### config.mk
export PLATFORM = sky130hd
export DESIGN_NAME = lhb_front
export DESIGN_NICKNAME = d
export VERILOG_FILES = /design/src/lhb_pkg.sv /design/src/lhb_front.sv
export SDC_FILE = /design/constraint.sdc
export NUM_CORES = 1
export LEC_CHECK = 0
export BUFFER_PORTS_ARGS = -buffer_cell sky130_fd_sc_hd__buf_4
export CAP_MARGIN = 20
export CORE_MARGIN = 2
export CORE_UTILIZATION = 60
export CTS_CLUSTER_DIAMETER = 200
export CTS_CLUSTER_SIZE = 30
export DETAILED_ROUTE_END_ITERATION = 10
export PLACE_DENSITY = 0.81
export SLEW_MARGIN = 5
export SYNTH_ARGS = -nofsm -noshare
export SYNTH_HDL_FRONTEND = slang
export SYNTH_SLANG_ARGS = --single-unit
### constraint.sdc
create_clock -name clk -period 5.63 [get_ports clk]
set_clock_uncertainty 0.2 [all_clocks]
set_input_delay 0.2815 -clock clk [delete_from_list [all_inputs] [get_ports clk]]
set_output_delay 0.2815 -clock clk [all_outputs]
set_load 0.005 [all_outputs]
### src/lhb_pkg.sv
// Shared package for the lowercase djb2 base-36 hash block.
// Holds the hash constants, character codes, back-end state type and helpers.
// No dependencies; every other source file imports it.
`timescale 1ns / 1ps
`default_nettype none

package lhb_pkg;

    // Hash and conversion constants.
    localparam logic [31:0] LHB_HASH_SEED  = 32'd5381;
    // ceil(2^33 / 9): exact quotient of a 30-bit value by 9 after a 33-bit shift.
    localparam logic [29:0] LHB_RECIP_9    = 30'd954437177;
    localparam int          LHB_RECIP_SHIFT = 33;
    localparam int          LHB_DIGITS     = 7;
    localparam int          LHB_DIGIT_W    = 6;
    localparam int          LHB_CNT_W      = 3;
    localparam int          LHB_FIFO_DEPTH = 2;

    // Text characters.
    localparam logic [6:0] LHB_CHAR_S     = 7'h73;
    localparam logic [6:0] LHB_CHAR_COLON = 7'h3A;
    localparam logic [6:0] LHB_CHAR_ZERO  = 7'h30;
    localparam logic [6:0] LHB_CHAR_ALPHA = 7'h57;

    // One finished hash moving from the front end through the queue.
    typedef struct packed {
        logic        valid;
        logic [31:0] hash;
    } lhb_hash_xfer_t;

    // Back-end sequencer states.
    typedef enum logic [2:0] {
        BK_IDLE,
        BK_MUL,
        BK_DIV,
        BK_EMIT_S,
        BK_EMIT_COLON,
        BK_EMIT_DIGIT
    } lhb_back_state_t;

    // Map ASCII upper case letters to lower case; other bytes pass unchanged.
    function automatic logic [7:0] lhb_fold_case(input logic [7:0] c);
        logic [7:0] r;
        r = c;
        if (c inside {[8'h41:8'h5A]})
        begin
            r = c + 8'h20;
        end
        return r;
    endfunction

    // Base-36 digit to its ASCII character: 0-9 then a-z.
    function automatic logic [6:0] lhb_digit_char(input logic [LHB_DIGIT_W-1:0] d);
        logic [6:0] r;
        if (d < LHB_DIGIT_W'(10))
        begin
            r = LHB_CHAR_ZERO + {1'b0, d};
        end
        else
        begin
            r = LHB_CHAR_ALPHA + {1'b0, d};
        end
        return r;
    endfunction

endpackage

`default_nettype wire

### src/lhb_front.sv
// Front end: accepts string bytes, lowercases them and runs the djb2 hash.
// Pushes each finished hash into the queue. Depends on lhb_pkg.
`timescale 1ns / 1ps
`default_nettype none

module lhb_front (
    input  wire logic                    clk,
    input  wire logic                    rst_n,
    input  wire logic                    in_valid,
    output logic                         in_ready,
    input  wire logic [7:0]              byte_value,
    input  wire logic                    byte_present,
    input  wire logic                    string_end,
    input  wire logic                    queue_full,
    output lhb_pkg::lhb_hash_xfer_t      push
);
    import lhb_pkg::*;

    logic [31:0] hash_reg;
    logic [31:0] hash_next;
    logic [31:0] hash_calc;
    logic        accept;

    // Every transfer waits while the hash queue is full.
    assign in_ready = !queue_full;
    assign accept   = in_valid && in_ready;

    // h * 33 + c as a shift and two adds.
    always_comb
    begin
        if (byte_present)
        begin
            hash_calc = {hash_reg[26:0], 5'b0} + hash_reg
                        + {24'b0, lhb_fold_case(byte_value)};
        end
        else
        begin
            hash_calc = hash_reg;
        end
    end

    // The accumulator reseeds after each string end.
    always_comb
    begin
        hash_next = hash_reg;
        if (accept)
        begin
            hash_next = string_end ? LHB_HASH_SEED : hash_calc;
        end
    end

    assign push.valid = accept && string_end;
    assign push.hash  = hash_calc;

    always_ff @(posedge clk or negedge rst_n)
    begin
        if (!rst_n)
        begin
            hash_reg <= LHB_HASH_SEED;
        end
        else
        begin
            hash_reg <= hash_next;
        end
    end

endmodule

`default_nettype wire

==> results.ini <==
[clocking]
clkLatencyLatePin_ns=0.31
post_cts_buffers=0
cts_max_path_buffers=2
cts_tree=done
cts.clk_slew.worst_paths_ns=0.07
htree_num_levels=2
cts_resized=0
numCtsBuffers=5
cts.sinks=32
cts-root-buf=clkbuf_8

[sta]
worstMarginPinSlew_ns=0.717
maxSlewViolCount=0
fmax_ghz=0.219
setup_viol=0
min_period_ns=4.57
timing.final.ws_setup_ns=1.06
grt_setup_unrepaired=false
hold_violations=0
relSlewSlack=0.520
fin_tns_setup_ns=0
fin_crit_sh=0.812

[synthesis]
synth_fp_nets=480
synth-edff-count=0
syn_inst=403
synth_area_leaders=ha_1, dfrtp_1, mux2_2, a22o_1, a21oi_1
synth_area_um2=3690
ys_seq_area_frac=0.219
synth-seq-cells=32
synth.avg_cell_area_um2=9.15
synth_warnings=0
synth_ff_type=dfrtp_1
synth_cell_types=53
yosys.area.top_type=ha_1
netlist.area_leader.share=0.200
synthArstFlopShare=1.00

[cells_and_area]
fill_cells=471
nets=519
largest_reg_flops=32
layout_common_cells=ha_1, buf_4, a21oi_1
utilization=0.712
layout_commonest_cell=ha_1
area_growth_pct=14.3
antennaDiodeCount=0
drive_above_1_share=0.212

[detailed_routing]
dr.pass1.iters=4
ant_nets=0
drtIter0Drc=203
vias_per_cell=6.46
drt-total-wl_um=9840
wl_per_cell_um=19.0
drc=0
vias=3347

[setup_path]
critPathSlowestCell=or4_1
crit_fanout=6
slowest_delay_ns=0.51
cp_data_arrival_time_ns=4.09
crit_required_ns=5.15
endpoint_kind=output pin
startpoint_type=input port
path_delay_family=compound AO/OA/AOI/OAI gates
cp_num_cells=16
ff2ff_path_depth=12
cp_num_buf_inv=2
path_class=in2out
path_cells=buf_4 > or4_1 > o22ai_1 > nor4b_1 > a21o_1 > fa_1 > ha_1 > a211oi_2 > o21ai_0 > o211ai_1 > a2bb2oi_1 > and2_1 > o21ai_0 > xor2_1 > mux2_2 > buf_4

[placed_design]
portBuffers=47
gp_congestion=0.922
place_ws_ns=1.09
dp_hpwl_um=7440

[global_route]
grt_pass1_wl_um=15700
grt_start_max_net_pins=38
grt_use_total=0.304
first_global_vias=3199
antenna_found_initial=0
grt_overflow=0

[die]
die_w_um=82.4
dieHeight_um=82.4
initial_core_util=0.623
die-area_um2=6790
placeableCoreArea_um2=5920
io_pins=48
placementRows=28

[power]
power_mw=2.16
internal_power_mw=1.18
p_seq_frac=0.182
peakVddDrop_uv=400
p_leak_nw=2.20
swShare=0.456
clkPwrFrac=0.119
power.density_nw_per_um2=513
power_frac_comb=0.698
switching_power_mw=0.985

[hold_path]
hold_depth=2
hold_class=in2reg

[run_status]
status=finished clean

[flow_run]
drv_cap=0

==> cell type report <==
type	count	area, um^2	area share
Clock buffer	7	96.3	0.0229
Timing Repair Buffer	50	378	0.0897
Multi-Input combinational cell	338	2750	0.653
Tap cell	75	93.8	0.0223
Clock inverter	1	30.0	0.00713
Inverter	15	56.3	0.0134
Sequential cell	32	807	0.192
==> worst paths after layout <==
kind | endpoint | from | slack [ns]
max | push[27] | byte_value[2] | 1.06
min | hash_reg[31] | string_end | 0.02
max reg2reg | hash_reg[24] | hash_reg[0] | 1.96
min reg2reg | hash_reg[28] | hash_reg[28] | 0.34
max in group asynchronous | hash_reg[0] | rst_n | 4.63
min in group asynchronous | hash_reg[21] | rst_n | 0.25
==> cell usage after synthesis (all sizes together) (5+ instances only) <==
library cell / instances
a211oi: 7
nor3: 6
ha: 59
mux2: 24
a21oi: 31
buf: 8
nor2: 14
inv: 15
nand3: 8
nor2b: 5
xnor2: 14
xor2: 13
clkbuf: 10
dfrtp: 27
a21o: 17
o21bai: 6
nand4: 7
o22a: 5
dfstp: 5
nand2: 22
a22o: 23
o21ai: 18
o211ai: 6
==> repair_timing <==
action                     CTS  global route
setup endpoints to repair    0             0
hold endpoints to repair    27             0
hold buffers                 1             0
==> power groups by stage <==
| stage | logic [mW] | registers, mW | clock network, mW |
|---|---|---|---|
| 2_1_floorplan | 1.05 | 0.358 | 0 |
| 4_1_cts | 1.50 | 0.393 | 0.255 |
| 3_5_place_dp | 1.48 | 0.396 | 0 |
| 3_3_place_gp | 1.46 | 0.395 | 0 |
| 6_report | 1.51 | 0.394 | 0.257 |
| 5_1_grt | 1.66 | 0.404 | 0.269 |
==> kinds of logic after synthesis <==
kind of cell,Yosys count,share of synthesized area
AOI/OAI and AO/OA,140,0.267
and+or+nand+nor,82,0.113
adders and majority gates,63,0.222
buffers and inverters,33,0.0356
DFF,32,0.219
xor gates and xnor gates,27,0.0642
muxes,26,0.0788
==> metal layers <==
layer  GRT usage  wire (um)  vias up  part of all wire
met4       0.107        303        0             0.031
li1            -          -     1616                 -
met3      0.0500        461       27             0.047
met1       0.380       4400     1592              0.45
met2       0.527       4670      112              0.47
met5           0          0        -                 0
==> per-stage QoR <==
step	std cells	instance area (um^2)	hold slack [ns]
6_report	518	4210	0.0248
5_1_grt	518	4210	0.0263
4_1_cts	518	4210	0.0310
3_5_place_dp	509	4080	0.0608
3_3_place_gp	509	4080	0.0502
2_1_floorplan	403	3690	-0.214
No activity file was read; power rests on OpenSTA's default activity.
