[src/lhb_pkg.sv]
// Shared package for the lowercase djb2 base-36 hash block.
// Holds the hash constants, character codes, back-end state type and helpers.
// No dependencies; every other source file imports it.
`timescale 1ns / 1ps
`default_nettype none

package lhb_pkg;

    // Hash and conversion constants.
    localparam logic [31:0] LHB_HASH_SEED  = 32'd5381;
    // ceil(2^33 / 9): exact quotient of a 30-bit value by 9 after a 33-bit shift.
    localparam logic [29:0] LHB_RECIP_9    = 30'd954437177;
    localparam int          LHB_RECIP_SHIFT = 33;
    localparam int          LHB_DIGITS     = 7;
    localparam int          LHB_DIGIT_W    = 6;
    localparam int          LHB_CNT_W      = 3;
    localparam int          LHB_FIFO_DEPTH = 2;

    // Text characters.
    localparam logic [6:0] LHB_CHAR_S     = 7'h73;
    localparam logic [6:0] LHB_CHAR_COLON = 7'h3A;
    localparam logic [6:0] LHB_CHAR_ZERO  = 7'h30;
    localparam logic [6:0] LHB_CHAR_ALPHA = 7'h57;

    // One finished hash moving from the front end through the queue.
    typedef struct packed {
        logic        valid;
        logic [31:0] hash;
    } lhb_hash_xfer_t;

    // Back-end sequencer states.
    typedef enum logic [2:0] {
        BK_IDLE,
        BK_MUL,
        BK_DIV,
        BK_EMIT_S,
        BK_EMIT_COLON,
        BK_EMIT_DIGIT
    } lhb_back_state_t;

    // Map ASCII upper case letters to lower case; other bytes pass unchanged.
    function automatic logic [7:0] lhb_fold_case(input logic [7:0] c);
        logic [7:0] r;
        r = c;
        if (c inside {[8'h41:8'h5A]})
        begin
            r = c + 8'h20;
        end
        return r;
    endfunction

    // Base-36 digit to its ASCII character: 0-9 then a-z.
    function automatic logic [6:0] lhb_digit_char(input logic [LHB_DIGIT_W-1:0] d);
        logic [6:0] r;
        if (d < LHB_DIGIT_W'(10))
        begin
            r = LHB_CHAR_ZERO + {1'b0, d};
        end
        else
        begin
            r = LHB_CHAR_ALPHA + {1'b0, d};
        end
        return r;
    endfunction

endpackage

`default_nettype wire

[src/lhb_fifo.sv]
// Short queue of finished hashes between the front end and the back end.
// Register-based, first in first out. Depends on lhb_pkg.
`timescale 1ns / 1ps
`default_nettype none

module lhb_fifo #(
    parameter int DEPTH = lhb_pkg::LHB_FIFO_DEPTH
) (
    input  wire logic                    clk,
    input  wire logic                    rst_n,
    input  wire lhb_pkg::lhb_hash_xfer_t push,
    output logic                         full,
    output lhb_pkg::lhb_hash_xfer_t      pop,
    input  wire logic                    pop_ready
);
    import lhb_pkg::*;

    localparam int PTR_W = (DEPTH > 1) ? $clog2(DEPTH) : 1;
    localparam int CNT_W = $clog2(DEPTH + 1);

    logic [31:0]      entry_reg [DEPTH];
    logic [PTR_W-1:0] wr_ptr_reg;
    logic [PTR_W-1:0] wr_ptr_next;
    logic [PTR_W-1:0] rd_ptr_reg;
    logic [PTR_W-1:0] rd_ptr_next;
    logic [CNT_W-1:0] count_reg;
    logic [CNT_W-1:0] count_next;
    logic             do_push;
    logic             do_pop;

    assign full      = (count_reg == CNT_W'(DEPTH));
    assign pop.valid = (count_reg != '0);
    assign pop.hash  = entry_reg[rd_ptr_reg];
    assign do_push   = push.valid && !full;
    assign do_pop    = pop.valid && pop_ready;

    // Pointer and fill count update.
    always_comb
    begin
        wr_ptr_next = wr_ptr_reg;
        rd_ptr_next = rd_ptr_reg;
        count_next  = count_reg;
        if (do_push)
        begin
            wr_ptr_next = (wr_ptr_reg == PTR_W'(DEPTH - 1)) ? '0 : wr_ptr_reg + 1'b1;
        end
        if (do_pop)
        begin
            rd_ptr_next = (rd_ptr_reg == PTR_W'(DEPTH - 1)) ? '0 : rd_ptr_reg + 1'b1;
        end
        if (do_push && !do_pop)
        begin
            count_next = count_reg + 1'b1;
        end
        else if (do_pop && !do_push)
        begin
            count_next = count_reg - 1'b1;
        end
    end

    always_ff @(posedge clk or negedge rst_n)
    begin
        if (!rst_n)
        begin
            wr_ptr_reg <= '0;
            rd_ptr_reg <= '0;
            count_reg  <= '0;
        end
        else
        begin
            wr_ptr_reg <= wr_ptr_next;
            rd_ptr_reg <= rd_ptr_next;
            count_reg  <= count_next;
        end
    end

    // Entry storage needs no reset.
    always_ff @(posedge clk)
    begin
        if (do_push)
        begin
            entry_reg[wr_ptr_reg] <= push.hash;
        end
    end

`ifndef SYNTHESIS
    a_count_bound : assert property (@(posedge clk) disable iff (!rst_n)
        count_reg <= CNT_W'(DEPTH))
        else $error("queue fill count exceeds depth");

    a_no_push_full : assert property (@(posedge clk) disable iff (!rst_n)
        !(push.valid && full))
        else $error("hash pushed into a full queue");

    a_count_track : assert property (@(posedge clk) disable iff (!rst_n)
        (do_push && !do_pop) |=> (count_reg == $past(count_reg) + 1'b1))
        else $error("fill count did not follow a lone push");
`endif

endmodule

`default_nettype wire

[config.mk]
export PLATFORM = sky130hd
export DESIGN_NAME = lhb_fifo
export DESIGN_NICKNAME = d
export VERILOG_FILES = /design/src/lhb_pkg.sv /design/src/lhb_fifo.sv
export SDC_FILE = /design/constraint.sdc
export NUM_CORES = 1
export LEC_CHECK = 0
export ABC_AREA = 1
export BUFFER_PORTS_ARGS = -buffer_cell sky130_fd_sc_hd__buf_4
export CORE_AREA = 4 4 86 88
export CTS_BUF_LIST = sky130_fd_sc_hd__clkbuf_16
export DETAILED_ROUTE_END_ITERATION = 12
export DIE_AREA = 0 0 90 92
export MAX_ROUTING_LAYER = met4
export PLACE_DENSITY_LB_ADDON = 0.3
export SYNTH_ARGS = -nofsm -noshare
export SYNTH_HDL_FRONTEND = slang
export SYNTH_SLANG_ARGS = --single-unit
[constraint.sdc]
create_clock -name clk -period 3.2 [get_ports clk]
set_input_delay 0.8 -clock clk [delete_from_list [all_inputs] [get_ports clk]]
set_output_delay 0.8 -clock clk [all_outputs]
set_load 0.005 [all_outputs]
==> results.json <==
{
  "largest_reg_flops": 64,
  "antenna_found_initial": 0,
  "place_area_sq_mm": 0.00349,
  "insertion_delay_ps": 320,
  "synth_top_cell_by_area": "edfxtp_1",
  "crit_end": "pop[15]",
  "die_w_um": 90,
  "cts_setup_buffers": 0,
  "yosysSeqAreaShare_pct": 69.1,
  "grt_pass1_wl_um": 7650,
  "clkPwrFrac_pct": 27.9,
  "grt_pass1_vias": 1649,
  "multi_input_area_sq_um": 781,
  "layout.nets": 313,
  "totalWireLength_um": 4810,
  "leakagePower_nw": 1.66,
  "dp_hpwl_um": 3360,
  "p_int_mw": 2.44,
  "num_vias": 1637,
  "htreeDepth": 3,
  "pwr-share-comb_pct": 34.0,
  "cts.path.max_buffers": 2,
  "io_pins": 70,
  "crit_chain": "inv_8 > nand2_1 > nand2_1 > buf_4",
  "fmax_mhz": 379,
  "grt_use_total_pct": 12.5,
  "ys_types": 19,
  "yosysMostFrequentCell": "edfxtp_1",
  "reg2reg_to": "entry_reg[1][8]",
  "drt_iter0_markers": 65,
  "skew_ps": 4.92,
  "min_period_ps": 2640,
  "p_switching_mw": 1.12,
  "cts_root_buf": "clkbuf_16",
  "ys_ff_latch": 68,
  "holdBufCountCts": 0,
  "die_y_um": 92,
  "tightest_slew_ps": 744,
  "io_buffers": 69,
  "cp_slowest_stage_delay_ps": 820,
  "avgSynthCellArea_sq_um": 14.7,
  "clkTransAtPathRegs_ps": 50,
  "setup_viol": 0,
  "syn-instance-count": 199,
  "vdd_drop_max_uv": 415,
  "drcViolationCount": 0,
  "place_congestion": 0.671,
  "hold_viol": 0,
  "antenna_cells": 0,
  "r2r_cells": 3,
  "slew_headroom_pct": 50.4,
  "critPathKind": "flop to output pin",
  "synth_area_sq_mm": 0.00293,
  "crit_start": "rd_ptr_reg",
  "grt_max_degree": 34,
  "swShare_pct": 31.5,
  "core_sq_mm": 0.00664,
  "initial_utilization_pct": 44.0,
  "wire_per_inst_um": 13.3,
  "p_seq_share_pct": 38.1,
  "fin_crit_sh_pct": 82.4,
  "postRouteAntennaNets": 0,
  "die_area_sq_mm": 0.00828,
  "routed_via_density": 4.53,
  "drv_cap": 0,
  "yosysTopAreaCellShare_pct": 65.7,
  "rsz0062_at_grt": "false",
  "firstDrtPassIters": 4,
  "crit_path_start_kind": "flop",
  "powerDensity_mw_per_mm2": 939,
  "crit_top_cell": "nand2_1",
  "ys.flop_type": "edfxtp_1",
  "setup_tns_ps": 0,
  "fillers": 545,
  "synthToLayoutAreaGrowth_pct": 29.8,
  "cpMaxStageDelayCell": "dfrtp_1",
  "synth_edf_count": 64,
  "end_kind": "output pin",
  "synth_common_cells": "edfxtp_1, nand2_1, nand2_2, nand2_4, inv_1",
  "min_path_type": "primary input to asynchronous set/reset pin",
  "status": "finished clean",
  "async_reset_ff_share_pct": 5.88,
  "final-seq-area_sq_mm": 0.00202,
  "cp.arrival_ps": 1840,
  "r2r-start": "count_reg[0]",
  "synth_area_leaders": "edfxtp_1, nand2_4, nand2_2",
  "finalMaxSlewViolations": 0,
  "reg2reg_slack_ps": 1460,
  "cts_buffers": 9,
  "grt-ovfl-total": 0,
  "layout-drive-gt1-share_pct": 55.2,
  "synth_nets": 236,
  "tritoncts": "done",
  "crit_fanout": 33,
  "cts.sinks": 68,
  "holdWs_ps": 273,
  "stdcell_area_sq_mm": 0.00380,
  "ys_warn_count": 0,
  "row_count": 30,
  "cts-resized-gates": 0,
  "worstPathRequired_ps": 2400,
  "finalPower_mw": 3.57
}
[layout by cell type, fill, tap and decap left out, types with 4 or more instances in the layout]
cell	count
clkbuf_16	9
nand2_1	44
dfrtp_1	4
nand2_4	30
nand2_2	33
edfxtp_1	64
buf_4	73
inv_1	6
[cells by family (layout without fill, tap and decap cells)]
logic type,after synthesis,in the layout,share of synthesized area [%]
AO/OA/AOI/OAI,1,1,0.171
adder cells (fa/ha/maj),1,1,0.427
flip-flops,68,68,69.1
AND/OR/NAND/NOR,113,113,25.5
XOR/XNOR,1,1,0.299
buffers and inverters,15,97,4.49
[worst min path at each step]
stage / from / to / slack (ps) / cells past startpoint
2_1_floorplan: wr_ptr_reg / wr_ptr_reg / 450 / 2
3_3_place_gp: wr_ptr_reg / wr_ptr_reg / 470 / 2
3_5_place_dp: wr_ptr_reg / wr_ptr_reg / 480 / 2
4_1_cts: rst_n / count_reg[1] / 260 / 1
5_1_grt: rst_n / count_reg[1] / 260 / 1
6_report: rst_n / count_reg[1] / 270 / 1
[worst max-delay path, delay by kind of cell, from the launching register on]
family,cells,cell delay (ps)
buffers and inverters,2,490
AND/OR/NAND/NOR,2,190
flip-flops,1,820
[cell type report]
type	instances	area share [%]
Inverter	8	0.988
Tap cell	80	2.64
Clock buffer	9	5.93
Clock inverter	7	2.21
Timing Repair Buffer	73	14.4
Multi-Input combinational cell	116	20.6
Sequential cell	68	53.2
[metrics by stage]
stage,cells,setup WS (ps),utilization (%)
final,361,563,57.2
after global routing,361,426,57.2
after CTS,361,488,57.2
after detailed placement,345,835,52.5
after global placement,345,880,52.5
after floorplan,199,519,-
[power by group through the flow]
stage          combinational (mW)  sequential (mW)  clock, mW
4_1_cts                      1.25             1.36       1.02
3_5_place_dp                 1.25             1.38          0
2_1_floorplan               0.858             1.33          0
6_report                     1.21             1.36      0.995
5_1_grt                      1.34             1.38       1.06
3_3_place_gp                 1.24             1.37          0
[routing by layer]
layer / global-route usage [%] / vias up / share of wire [%]
li1: - / 818 / -
met1: 12.5 / 773 / 39
met2: 21.8 / 39 / 55
met3: 3.28 / 7 / 4.6
met4: 7.40 / 0 / 2.0
met5: - / - / 0
No activity file was read; power rests on OpenSTA's default activity.
